**src/hdl/page_table_walker_assert.svh**
```systemverilog
// ----------------------------------------------------------------------------
// Page table walker assertion macros
// Shared property forms for the walker's concurrent checks.
// ----------------------------------------------------------------------------
`ifndef PAGE_TABLE_WALKER_ASSERT_SVH
`define PAGE_TABLE_WALKER_ASSERT_SVH

// Check that a condition implies another in the same cycle.
`define PTW_ASSERT_SAME(label, clk, rst_n, cond, expr) \
    label: assert property (@(posedge clk) disable iff (!rst_n) (cond) |-> (expr)) \
        else $error("page table walker check failed");

// Check that a condition implies another in the next cycle.
`define PTW_ASSERT_NEXT(label, clk, rst_n, cond, expr) \
    label: assert property (@(posedge clk) disable iff (!rst_n) (cond) |=> (expr)) \
        else $error("page table walker check failed");

`endif

```
**src/hdl/ptw_pkg.sv**
```systemverilog
// ----------------------------------------------------------------------------
// Page table walker package
// Shared types, widths, register indexes and index/mask helpers.
// ----------------------------------------------------------------------------
`timescale 1ns / 1ps
`default_nettype none

package ptw_pkg;

    localparam int VA_W     = 57;
    localparam int PA_W     = 59;
    localparam int ENTRY_W  = 64;
    localparam int LEVEL_W  = 3;
    localparam int IDX_W    = 9;
    localparam int APB_AW   = 4;
    localparam int APB_DW   = 64;

    // Register index, taken from paddr bit 3 (8-byte spacing)
    localparam logic REG_LEVELS = 1'b0;
    localparam logic REG_ROOT   = 1'b1;

    localparam logic [LEVEL_W-1:0] LEVELS_MIN   = 3'd3;
    localparam logic [LEVEL_W-1:0] LEVELS_MAX   = 3'd5;
    localparam logic [LEVEL_W-1:0] LEVELS_RESET = 3'd3;

    typedef enum logic [1:0] {
        KIND_READ     = 2'd0,
        KIND_DONE     = 2'd1,
        KIND_UNMAPPED = 2'd2
    } kind_t;

    typedef struct packed {
        logic               busy;
        logic [LEVEL_W-1:0] level;
        logic [VA_W-1:0]    vaddr;
    } walk_state_t;

    typedef struct packed {
        kind_t              kind;
        logic [PA_W-1:0]    address;
        logic [LEVEL_W-1:0] page_level;
    } result_t;

    // Clamp the level count to the supported range
    function automatic logic [LEVEL_W-1:0] eff_levels(input logic [LEVEL_W-1:0] lv);
        logic [LEVEL_W-1:0] n;
        begin
            if (lv < LEVELS_MIN)
            begin
                n = LEVELS_MIN;
            end
            else if (lv > LEVELS_MAX)
            begin
                n = LEVELS_MAX;
            end
            else
            begin
                n = lv;
            end
            return n;
        end
    endfunction

    // Nine-bit table index of a virtual address at level 1..5
    function automatic logic [IDX_W-1:0] level_index(input logic [VA_W-1:0] va,
                                                     input logic [LEVEL_W-1:0] lvl);
        logic [IDX_W-1:0] idx;
        begin
            unique case (lvl)
                3'd1:    idx = va[20:12];
                3'd2:    idx = va[29:21];
                3'd3:    idx = va[38:30];
                3'd4:    idx = va[47:39];
                3'd5:    idx = va[56:48];
                default: idx = '0;
            endcase
            return idx;
        end
    endfunction

    // Page offset mask for a leaf found at level 1..5
    function automatic logic [VA_W-1:0] offset_mask(input logic [LEVEL_W-1:0] lvl);
        logic [VA_W-1:0] m;
        begin
            unique case (lvl)
                3'd1:    m = 57'h0000_0000_0000_0FFF;
                3'd2:    m = 57'h0000_0000_001F_FFFF;
                3'd3:    m = 57'h0000_0000_3FFF_FFFF;
                3'd4:    m = 57'h0000_007F_FFFF_FFFF;
                3'd5:    m = 57'h0000_FFFF_FFFF_FFFF;
                default: m = '0;
            endcase
            return m;
        end
    endfunction

    // Frame mask of an entry for a clamped level count
    function automatic logic [ENTRY_W-1:0] frame_mask(input logic [LEVEL_W-1:0] n);
        logic [ENTRY_W-1:0] m;
        begin
            unique case (n)
                3'd3:    m = 64'h0000_007F_FFFF_FC00;
                3'd4:    m = 64'h0000_FFFF_FFFF_FC00;
                default: m = 64'h01FF_FFFF_FFFF_FC00;
            endcase
            return m;
        end
    endfunction

endpackage

`default_nettype wire

```
**src/hdl/ptw_step.sv**
```systemverilog
// ----------------------------------------------------------------------------
// Page table walker step
// Handles one beat: starts a walk or consumes one table entry, and forms
// the next walk state and the result beat.
// ----------------------------------------------------------------------------
`timescale 1ns / 1ps
`default_nettype none

module ptw_step (
    input  wire logic [ptw_pkg::LEVEL_W-1:0] levels,
    input  wire logic [ptw_pkg::PA_W-1:0]    root,
    input  wire logic                        mode,
    input  wire logic [ptw_pkg::VA_W-1:0]    virtual_address,
    input  wire logic [ptw_pkg::ENTRY_W-1:0] entry_data,
    input  wire ptw_pkg::walk_state_t        walk_cur,
    output ptw_pkg::walk_state_t             walk_nxt,
    output logic                             res_valid,
    output ptw_pkg::result_t                 res
);

    logic [ptw_pkg::LEVEL_W-1:0] n_eff;
    logic [ptw_pkg::ENTRY_W-1:0] masked;
    logic [ptw_pkg::PA_W-1:0]    frame;
    logic [ptw_pkg::LEVEL_W-1:0] lower_level;
    logic [ptw_pkg::PA_W-1:0]    root_off;
    logic [ptw_pkg::PA_W-1:0]    next_off;
    logic [ptw_pkg::VA_W-1:0]    page_off;
    logic                        level_ok;

    // Shared address pieces
    assign n_eff       = ptw_pkg::eff_levels(levels);
    assign masked      = entry_data & ptw_pkg::frame_mask(n_eff);
    assign frame       = {masked[ptw_pkg::PA_W-3:0], 2'b00};
    assign lower_level = walk_cur.level - 3'd1;
    assign root_off    = {47'd0, ptw_pkg::level_index(virtual_address, n_eff), 3'b000};
    assign next_off    = {47'd0, ptw_pkg::level_index(walk_cur.vaddr, lower_level), 3'b000};
    assign page_off    = walk_cur.vaddr & ptw_pkg::offset_mask(walk_cur.level);
    assign level_ok    = (walk_cur.level >= 3'd1) && (walk_cur.level <= ptw_pkg::LEVELS_MAX);

    // Decide the beat outcome
    always_comb
    begin
        walk_nxt       = walk_cur;
        res_valid      = 1'b0;
        res.kind       = ptw_pkg::KIND_READ;
        res.address    = '0;
        res.page_level = '0;

        if (!mode)
        begin
            // start a new walk, dropping any walk in flight
            walk_nxt.busy  = 1'b1;
            walk_nxt.level = n_eff;
            walk_nxt.vaddr = virtual_address;
            res_valid      = 1'b1;
            res.address    = root + root_off;
        end
        else if (walk_cur.busy && level_ok)
        begin
            res_valid = 1'b1;
            priority if (!entry_data[0])
            begin
                walk_nxt.busy  = 1'b0;
                walk_nxt.level = '0;
                res.kind       = ptw_pkg::KIND_UNMAPPED;
            end
            else if ((entry_data[3:1] != 3'b000) || (walk_cur.level == 3'd1))
            begin
                walk_nxt.busy  = 1'b0;
                walk_nxt.level = '0;
                res.kind       = ptw_pkg::KIND_DONE;
                res.address    = frame | {2'b00, page_off};
                res.page_level = lower_level;
            end
            else
            begin
                walk_nxt.level = lower_level;
                res.address    = frame + next_off;
            end
        end
    end

endmodule

`default_nettype wire

```
**src/hdl/page_table_walker.sv**
```systemverilog
// ----------------------------------------------------------------------------
// Page table walker
// Translates virtual addresses by walking a 3, 4 or 5 level radix table.
// ----------------------------------------------------------------------------
// Each beat (a translation request or a table entry returned by memory) is
// handled combinationally and its result beat appears in the output register
// on the following cycle, so the walker sustains one beat per clock. The only
// thing that stalls input is a full output register: in_ready drops only
// while a result beat is held and out_ready is low. A request issues a read
// of the root entry; each entry read back yields either the next entry read,
// a translation done beat with the physical address and page size code, or a
// not mapped beat. An entry beat arriving with no walk open gives no result.
// A new request abandons any walk in flight. Configure paging_levels (offset
// 0x0) and root_address (offset 0x8) only while the walker is idle.
`timescale 1ns / 1ps
`default_nettype none

`include "page_table_walker_assert.svh"

module page_table_walker (
    input  wire logic                        clk,
    input  wire logic                        rst_n,
    // configuration port
    input  wire logic                        psel,
    input  wire logic                        penable,
    input  wire logic                        pwrite,
    input  wire logic [ptw_pkg::APB_AW-1:0]  paddr,
    input  wire logic [ptw_pkg::APB_DW-1:0]  pwdata,
    output logic      [ptw_pkg::APB_DW-1:0]  prdata,
    output logic                             pready,
    // input beats
    input  wire logic                        in_valid,
    output logic                             in_ready,
    input  wire logic                        mode,
    input  wire logic [ptw_pkg::VA_W-1:0]    virtual_address,
    input  wire logic [ptw_pkg::ENTRY_W-1:0] entry_data,
    // result beats
    output logic                             out_valid,
    input  wire logic                        out_ready,
    output logic      [1:0]                  kind,
    output logic      [ptw_pkg::PA_W-1:0]    address,
    output logic      [ptw_pkg::LEVEL_W-1:0] page_level
);

    logic [ptw_pkg::LEVEL_W-1:0] levels_reg;
    logic [ptw_pkg::PA_W-1:0]    root_reg;
    ptw_pkg::walk_state_t        walk_reg;
    ptw_pkg::walk_state_t        walk_next;
    ptw_pkg::result_t            out_reg;
    ptw_pkg::result_t            out_next;
    logic                        out_valid_reg;
    logic                        out_valid_next;
    logic                        res_valid;
    logic                        in_fire;
    logic                        cfg_write;

    // Configuration registers
    assign pready    = 1'b1;
    assign cfg_write = psel && penable && pwrite;

    always_ff @(posedge clk or negedge rst_n)
    begin
        if (!rst_n)
        begin
            levels_reg <= ptw_pkg::LEVELS_RESET;
            root_reg   <= '0;
        end
        else if (cfg_write)
        begin
            unique case (paddr[3])
                ptw_pkg::REG_LEVELS: levels_reg <= pwdata[ptw_pkg::LEVEL_W-1:0];
                ptw_pkg::REG_ROOT:   root_reg   <= pwdata[ptw_pkg::PA_W-1:0];
                default:             root_reg   <= root_reg;
            endcase
        end
    end

    always_comb
    begin
        unique case (paddr[3])
            ptw_pkg::REG_LEVELS: prdata = {61'd0, levels_reg};
            ptw_pkg::REG_ROOT:   prdata = {5'd0, root_reg};
            default:             prdata = '0;
        endcase
    end

    // Accept a beat whenever the output register is free or draining
    assign in_ready = !out_valid_reg || out_ready;
    assign in_fire  = in_valid && in_ready;

    ptw_step u_step (
        .levels          (levels_reg),
        .root            (root_reg),
        .mode            (mode),
        .virtual_address (virtual_address),
        .entry_data      (entry_data),
        .walk_cur        (walk_reg),
        .walk_nxt        (walk_next),
        .res_valid       (res_valid),
        .res             (out_next)
    );

    // Hold a result until taken; load a fresh one on accept
    assign out_valid_next = in_fire ? res_valid : (out_valid_reg && !out_ready);

    always_ff @(posedge clk or negedge rst_n)
    begin
        if (!rst_n)
        begin
            walk_reg      <= '0;
            out_valid_reg <= 1'b0;
        end
        else
        begin
            out_valid_reg <= out_valid_next;
            if (in_fire)
            begin
                walk_reg <= walk_next;
            end
        end
    end

    always_ff @(posedge clk)
    begin
        if (in_fire && res_valid)
        begin
            out_reg <= out_next;
        end
    end

    assign out_valid  = out_valid_reg;
    assign kind       = out_reg.kind;
    assign address    = out_reg.address;
    assign page_level = out_reg.page_level;

    // An open walk always sits at a real table level
    `PTW_ASSERT_SAME(a_level_range, clk, rst_n, walk_reg.busy,
        (walk_reg.level >= 3'd1) && (walk_reg.level <= ptw_pkg::LEVELS_MAX))

    // A request beat opens a walk and issues an entry read
    `PTW_ASSERT_NEXT(a_request_reads, clk, rst_n, in_fire && !mode,
        out_valid_reg && walk_reg.busy && (out_reg.kind == ptw_pkg::KIND_READ))

    // A final result beat leaves the walker idle
    `PTW_ASSERT_SAME(a_final_idle, clk, rst_n,
        out_valid_reg && (out_reg.kind != ptw_pkg::KIND_READ), !walk_reg.busy)

endmodule

`default_nettype wire

```
**config.mk**
```make
export PLATFORM = sky130hd
export DESIGN_NAME = page_table_walker
export DESIGN_NICKNAME = d
export VERILOG_FILES = /design/src/hdl/ptw_pkg.sv /design/src/hdl/ptw_step.sv /design/src/hdl/page_table_walker.sv
export VERILOG_INCLUDE_DIRS = /design/src /design/src/hdl
export SDC_FILE = /design/constraint.sdc
export NUM_CORES = 1
export LEC_CHECK = 0
export BUFFER_PORTS_ARGS = -buffer_cell sky130_fd_sc_hd__buf_4
export CAP_MARGIN = 25
export CORE_MARGIN = 8
export CORE_UTILIZATION = 30
export CTS_CLUSTER_SIZE = 14
export DETAILED_ROUTE_END_ITERATION = 10
export GPL_ROUTABILITY_DRIVEN = 0
export REMOVE_ABC_BUFFERS = 1
export SYNTH_ARGS = -nofsm -noshare
export SYNTH_HDL_FRONTEND = slang
export SYNTH_SLANG_ARGS = --single-unit
export TNS_END_PERCENT = 1
```
**constraint.sdc**
```tcl
create_clock -name clk -period 3.71 [get_ports clk]
set_input_delay 0.1855 -clock clk [delete_from_list [all_inputs] [get_ports clk]]
set_output_delay 0.1855 -clock clk [all_outputs]
set_load 0.005 [all_outputs]
```
== After elaboration in Yosys (flattened, before gate mapping) ==
Index checks and enable logic that the tools add are counted.
Word-level totals
  register bits after elaboration: 188
  input port bits: 197
  output and inout bits: 131
  logic and storage cells: 81
Cells by class
  $add $sub $neg: 3
  order comparisons: 4
  equality and inequality tests: 17
  mux-type cells: 22
  bitwise operators: 5
  reduce and logical (&&, ||, !) cells: 20
Operators by type and width (count)
  $pmux 48 s5: 1
  $pmux 64 s2: 1
  $mux 62: 2
  $add 59x12->59: 2
  $mux 59: 2
  $pmux 57 s2: 1
  $pmux 9 s5: 2
  $or 59x57->59: 1
  $and 57x48->57: 1
  $and 57x57->57: 1
  $eq 3x2->1 const B: 6
  $eq 3x3->1 const B: 6
  $mux 3: 4
  $mux 4: 3
  $reduce_and 2->1: 5
  $eq 3x1->1 const B: 3
  $logic_and 1x1->1: 7
  $reduce_and 3->1: 2
  $mux 1: 5
  $reduce_and 4->1: 1
  $ge 3x1->1 const B: 1
  $gt 3x3->1 const B: 1
  $le 3x3->1 const B: 1
  $lt 3x2->1 const B: 1
  other kinds (8): 11

== Depth between registers and ports, before layout ==
  depth after elaboration: 11
  depth in mapped cells: 13
  gate-level depth less buffers: 11

== Hierarchy ==
Synthesis repeated with hierarchy kept, for this count alone.
Second synthesis, totals
  cell total of the unflattened synthesis: 950
  area, all modules: 10935.5 um^2
Modules (own cells, without submodules)
  page_table_walker: instances 1, cells an instance 403, area each 6982.9 um^2
  ptw_step: instances 1, cells an instance 547, area each 3952.5 um^2

== Worst setup path before layout ==
OpenSTA, ideal clock, no wires.
  kind: reg2reg
  start point: reg levels_reg[2] in the netlist's numbering
  end point: reg out_reg (netlist bit address[41]), data pin
  arrival: 3.170 ns
  required time: 3.565 ns
  slack: 0.395 ns
  cell stages (with the launch flop): 14
  path buffers: 2
  clock period less this slack: 3.315 ns
  cell sequence: dfrtp_1 > nor3b_1 > nor2b_1 > clkbuf_1 > a221o_1 > ha_1 > fa_1 > a21o_2 > a221oi_4 > o32a_1 > buf_6 > nor2_4 > mux2_4 > o21ai_1
RTL lines
  from (decl): line page_table_walker.sv:45  | logic [ptw_pkg::LEVEL_W-1:0] levels_reg;
  from (signal assigned): line page_table_walker.sv:65  | levels_reg <= ptw_pkg::LEVELS_RESET;
  from (signal assigned): line page_table_walker.sv:71  | ptw_pkg::REG_LEVELS: levels_reg <= pwdata[ptw_pkg::LEVEL_W-1:0];
  to (signal assigned): line page_table_walker.sv:127  | out_reg <= out_next;
  to (decl): line page_table_walker.sv:49  | ptw_pkg::result_t out_reg;

==> results.md <==
* Result of the run: finished, final reports clean
* Clock latency of the later-clocked register in the worst-skew pair at 0.45 ns
* Cells taking the most area after synthesis: sky130_fd_sc_hd__dfrtp_1 (30%), sky130_fd_sc_hd__edfxtp_1 (19%), sky130_fd_sc_hd__mux2_2 (14%)
* Post-synth cell types at 62
* Clock transition at the register clock pins on the worst setup and hold paths after CTS at 0.08 ns
* Count of endpoints failing hold in the final timing report at 0
* DRT Wirelength at 40000 um
* Post-route clock skew at approximately 0.019 ns
* Largest fanout of any net on the critical path at 10
* Worst-Margin Slew at 0.898 ns
* WP data required at 3.87 ns
* Layer carrying the most global-route usage: met2
* Crit share post-route at 0.934
* Net count, final at about 1500
* Flip-flop count of the largest register, all copies and words added at 61
* Synth async-reset ratio at 0.660
* Global router's overall resource usage at 0.195
* Category of the worst setup path capture point: flip-flop
* Startpoint class of the critical path: flip-flop
* Setup repair after global routing missed its margin: false
* Flip-flop and latch count after synthesis at ~190
* Root buffer selected by CTS: sky130_fd_sc_hd__clkbuf_16
* Post-synthesis xor/xnor area fraction at 0.0438
* Number of standard cells in the layout, taps in and fillers out at 1777
* Pin count of the biggest net entering global routing at 80
* Clock period minus final worst setup slack at about 3.5 ns
* Mean Syn Cell Area at 11.4 um2
* Die Wd at 200 um
* Number of warnings reported in the yosys synthesis log at 0
* Number of placed instances, taps included at 1618
* Area share of and/or/nand/nor cells after synthesis at 0.141
* Maximum root-to-sink buffer count at 2
* Mux contribution to synthesized area at 0.148
* Finish-stage setup viols at 0
* Cell Area, Synth at just over 10000 um2
* Worst relative slew slack at 0.401
* Global routing usage on met3 at 0.0508
* Ys flop type: sky130_fd_sc_hd__dfrtp_1
* Count of buffers from port buffering at 300
* Half-perimeter wire length of the detailed placement result at 29600 um
* Remaining antenna violation count after routing at 0
* Count of H-tree levels built during CTS at 4
* Maximum Capacitance Violations at 0
* IO Pins at 328
* TritonCTS Buffers at 17
* Routed wirelength normalized by instance count at 22.5 um
* Combinational family with the most area after synthesis: multiplexers
* Count of pins over their slew limit at 0
* Post-synth top area cell: sky130_fd_sc_hd__dfrtp_1
* Global routing met2 resource utilization at 0.324
* Instance count of the mapped netlist at 897
* Pre-antenna DRT Iters at 6
* Layout filler cell count at 3180
* Number of global-route vias before repair at between 9000 and 10000
* Antenna violations before repair at 4
* Total vias in the final route at ~8900
* WP data arrival at around 3.6 ns
* Grt total ovfl at 0
* GR met1 Demand/Resource at 0.242
* HP Class: in2reg
* # rows at 67
* Initial cell density of the core at 0.304
* Area fraction in compound gates after synthesis at 0.117
* Power density relative to cell area at 513 nW/um2
* Post-CTS setup buffer count at 0
* Synth Area in Adders at 0.0216
* Number of DRC markers in iteration 0 at about 530
* Layout cell share with drive strength beyond 1 at 0.389
* Total core area at around 34000 um2
* Peak supply drop at 0.347 mV
* Post-route total power at 7.63 mW
* Post-synth top area share at 0.299
* Setup Crit Path Kind: reg2reg
* Clock Sink Count at 188
* First-pass GRT wire length at 59800 um
* Die Outline Area at 40200 um2
* Clock tree from TritonCTS: built
* Vertical extent of the die at 200 um
* Area added between synthesis and finish at 45.8%
* Max Fclk at 289 MHz
* Post-detailed-route via-to-cell ratio at 5.02
* Post-synth EDFFs at 64
* Static Leakage at 6.20 nW
* Sequential element share of the synthesized area at 0.493
* Total DRC errors in the routed layout at 0
[report_power, final]
part	switching [mW]	leakage [nW]	internal (mW)
combinational	1.28	3.82	1.33
clock	0.896	0.289	1.03
sequential	0.472	2.09	2.63
[final cells by class]
type / count / area (um2) / area share
Antenna cell: 2 / 5.00 / 0.000337
Clock buffer: 19 / 443 / 0.0298
Clock inverter: 13 / 153 / 0.0103
Inverter: 15 / 56.3 / 0.00379
Multi-Input combinational cell: 638 / 4860 / 0.327
Sequential cell: 188 / 5030 / 0.338
Tap cell: 448 / 561 / 0.0377
Timing Repair Buffer: 454 / 3770 / 0.254
[path summary, 6_finish.rpt]
| path | depth (start not counted) | from | end | slack, ns |
|---|---|---|---|---|
| worst min register to register | 1 | walk_reg[50] | walk_reg[50] | 0.51 |
| max in group asynchronous | 3 | rst_n | root_reg[16] | 2.42 |
| worst min-delay path | 3 | entry_data[55] | address[57] | 0.02 |
| worst max-delay path | 13 | levels_reg[1] | address[31] | 0.25 |
| min in group asynchronous | 2 | rst_n | root_reg[58] | 0.37 |
| worst max register to register | 13 | levels_reg[1] | address[31] | 0.25 |
[per-stage QoR]
| stage | TNS [ns] | setup WS [ns] | hold WS, ns | cell area [um2] | utilization |
|---|---|---|---|---|---|
| after global routing | 0 | 0.0983 | 0.00305 | 14900 | 0.443 |
| after CTS | 0 | 0.0937 | 0.00130 | 14900 | 0.443 |
| final | 0 | 0.245 | 0.0209 | 14900 | 0.443 |
| after floorplan | -10.72 | -0.545 | -0.110 | 9910 | - |
| after global placement | 0 | 0.215 | 0.327 | 13000 | 0.388 |
| after detailed placement | 0 | 0.125 | 0.328 | 13000 | 0.388 |
[cell usage in the layout (no fill, tap or decap), drive strengths merged, types with 4 or more instances in the layout]
cell	count
xnor2	24
a21o	7
nand3	24
a221o	9
dfrtp	122
a21oi	51
ha	16
nor4	6
o21ai	40
a22oi	15
nor2b	14
xor2	27
conb	6
and3	13
clkbuf	19
and4	6
a222oi	11
edfxtp	64
nand4	20
o22ai	29
mux2	132
dlygate4sd3	124
inv	22
nor3	18
nand2	52
buf	330
and2	63
a211oi	4
nor2	21
[worst max-delay path, stage by stage (launching register included)]
cell and delay [ns]:
sky130_fd_sc_hd__dfstp_2 0.55, sky130_fd_sc_hd__nor3b_2 0.06, sky130_fd_sc_hd__buf_4 0.19, sky130_fd_sc_hd__a221o_1 0.37, sky130_fd_sc_hd__ha_1 0.25, sky130_fd_sc_hd__fa_1 0.41, sky130_fd_sc_hd__a21o_2 0.24, sky130_fd_sc_hd__a221oi_4 0.25
sky130_fd_sc_hd__buf_4 0.20, sky130_fd_sc_hd__a2111oi_4 0.07, sky130_fd_sc_hd__buf_4 0.21, sky130_fd_sc_hd__nand3_1 0.11, sky130_fd_sc_hd__xor2_1 0.17, sky130_fd_sc_hd__o21ai_0 0.11
[layer usage]
| metal | vias up | share of wire |
|---|---|---|
| met5 | - | 0.00053 |
| met4 | 4 | 0.024 |
| met3 | 47 | 0.067 |
| met2 | 348 | 0.49 |
| met1 | 4379 | 0.42 |
| li1 | 4147 | - |
[synthesized netlist by cell type (9+ instances only)]
cell                         n
sky130_fd_sc_hd__mux2_2    131
sky130_fd_sc_hd__dfrtp_1   122
sky130_fd_sc_hd__edfxtp_1   64
sky130_fd_sc_hd__and2_1     63
sky130_fd_sc_hd__nand2_1    52
sky130_fd_sc_hd__a21oi_1    51
sky130_fd_sc_hd__o22ai_1    29
sky130_fd_sc_hd__xor2_1     27
sky130_fd_sc_hd__clkbuf_1   26
sky130_fd_sc_hd__nand3_1    24
sky130_fd_sc_hd__xnor2_1    24
sky130_fd_sc_hd__o21ai_0    23
sky130_fd_sc_hd__nand4_1    20
sky130_fd_sc_hd__nor2_1     20
sky130_fd_sc_hd__nor3_1     17
sky130_fd_sc_hd__o21ai_1    17
sky130_fd_sc_hd__ha_1       16
sky130_fd_sc_hd__a22oi_1    15
sky130_fd_sc_hd__inv_1      15
sky130_fd_sc_hd__nor2b_1    14
sky130_fd_sc_hd__and3_1     12
sky130_fd_sc_hd__buf_1      12
sky130_fd_sc_hd__a222oi_1   11
sky130_fd_sc_hd__a221o_1     9
[kinds of logic after synthesis]
logic type | count (synthesis)
buffers and inverters | 75
flip-flops | 188
other | 2
adder cells (fa/ha/maj) | 17
AO/OA/AOI/OAI | 179
XOR/XNOR | 51
multiplexers | 134
AND/OR/NAND/NOR | 251
[what timing repair did]
action / CTS / global route
resized for setup: 0 / 2
hold endpoints to repair: 201 / 0
hold buffers: 124 / 0
setup endpoints to repair: 0 / 13
(Power assumes the default switching activity.)
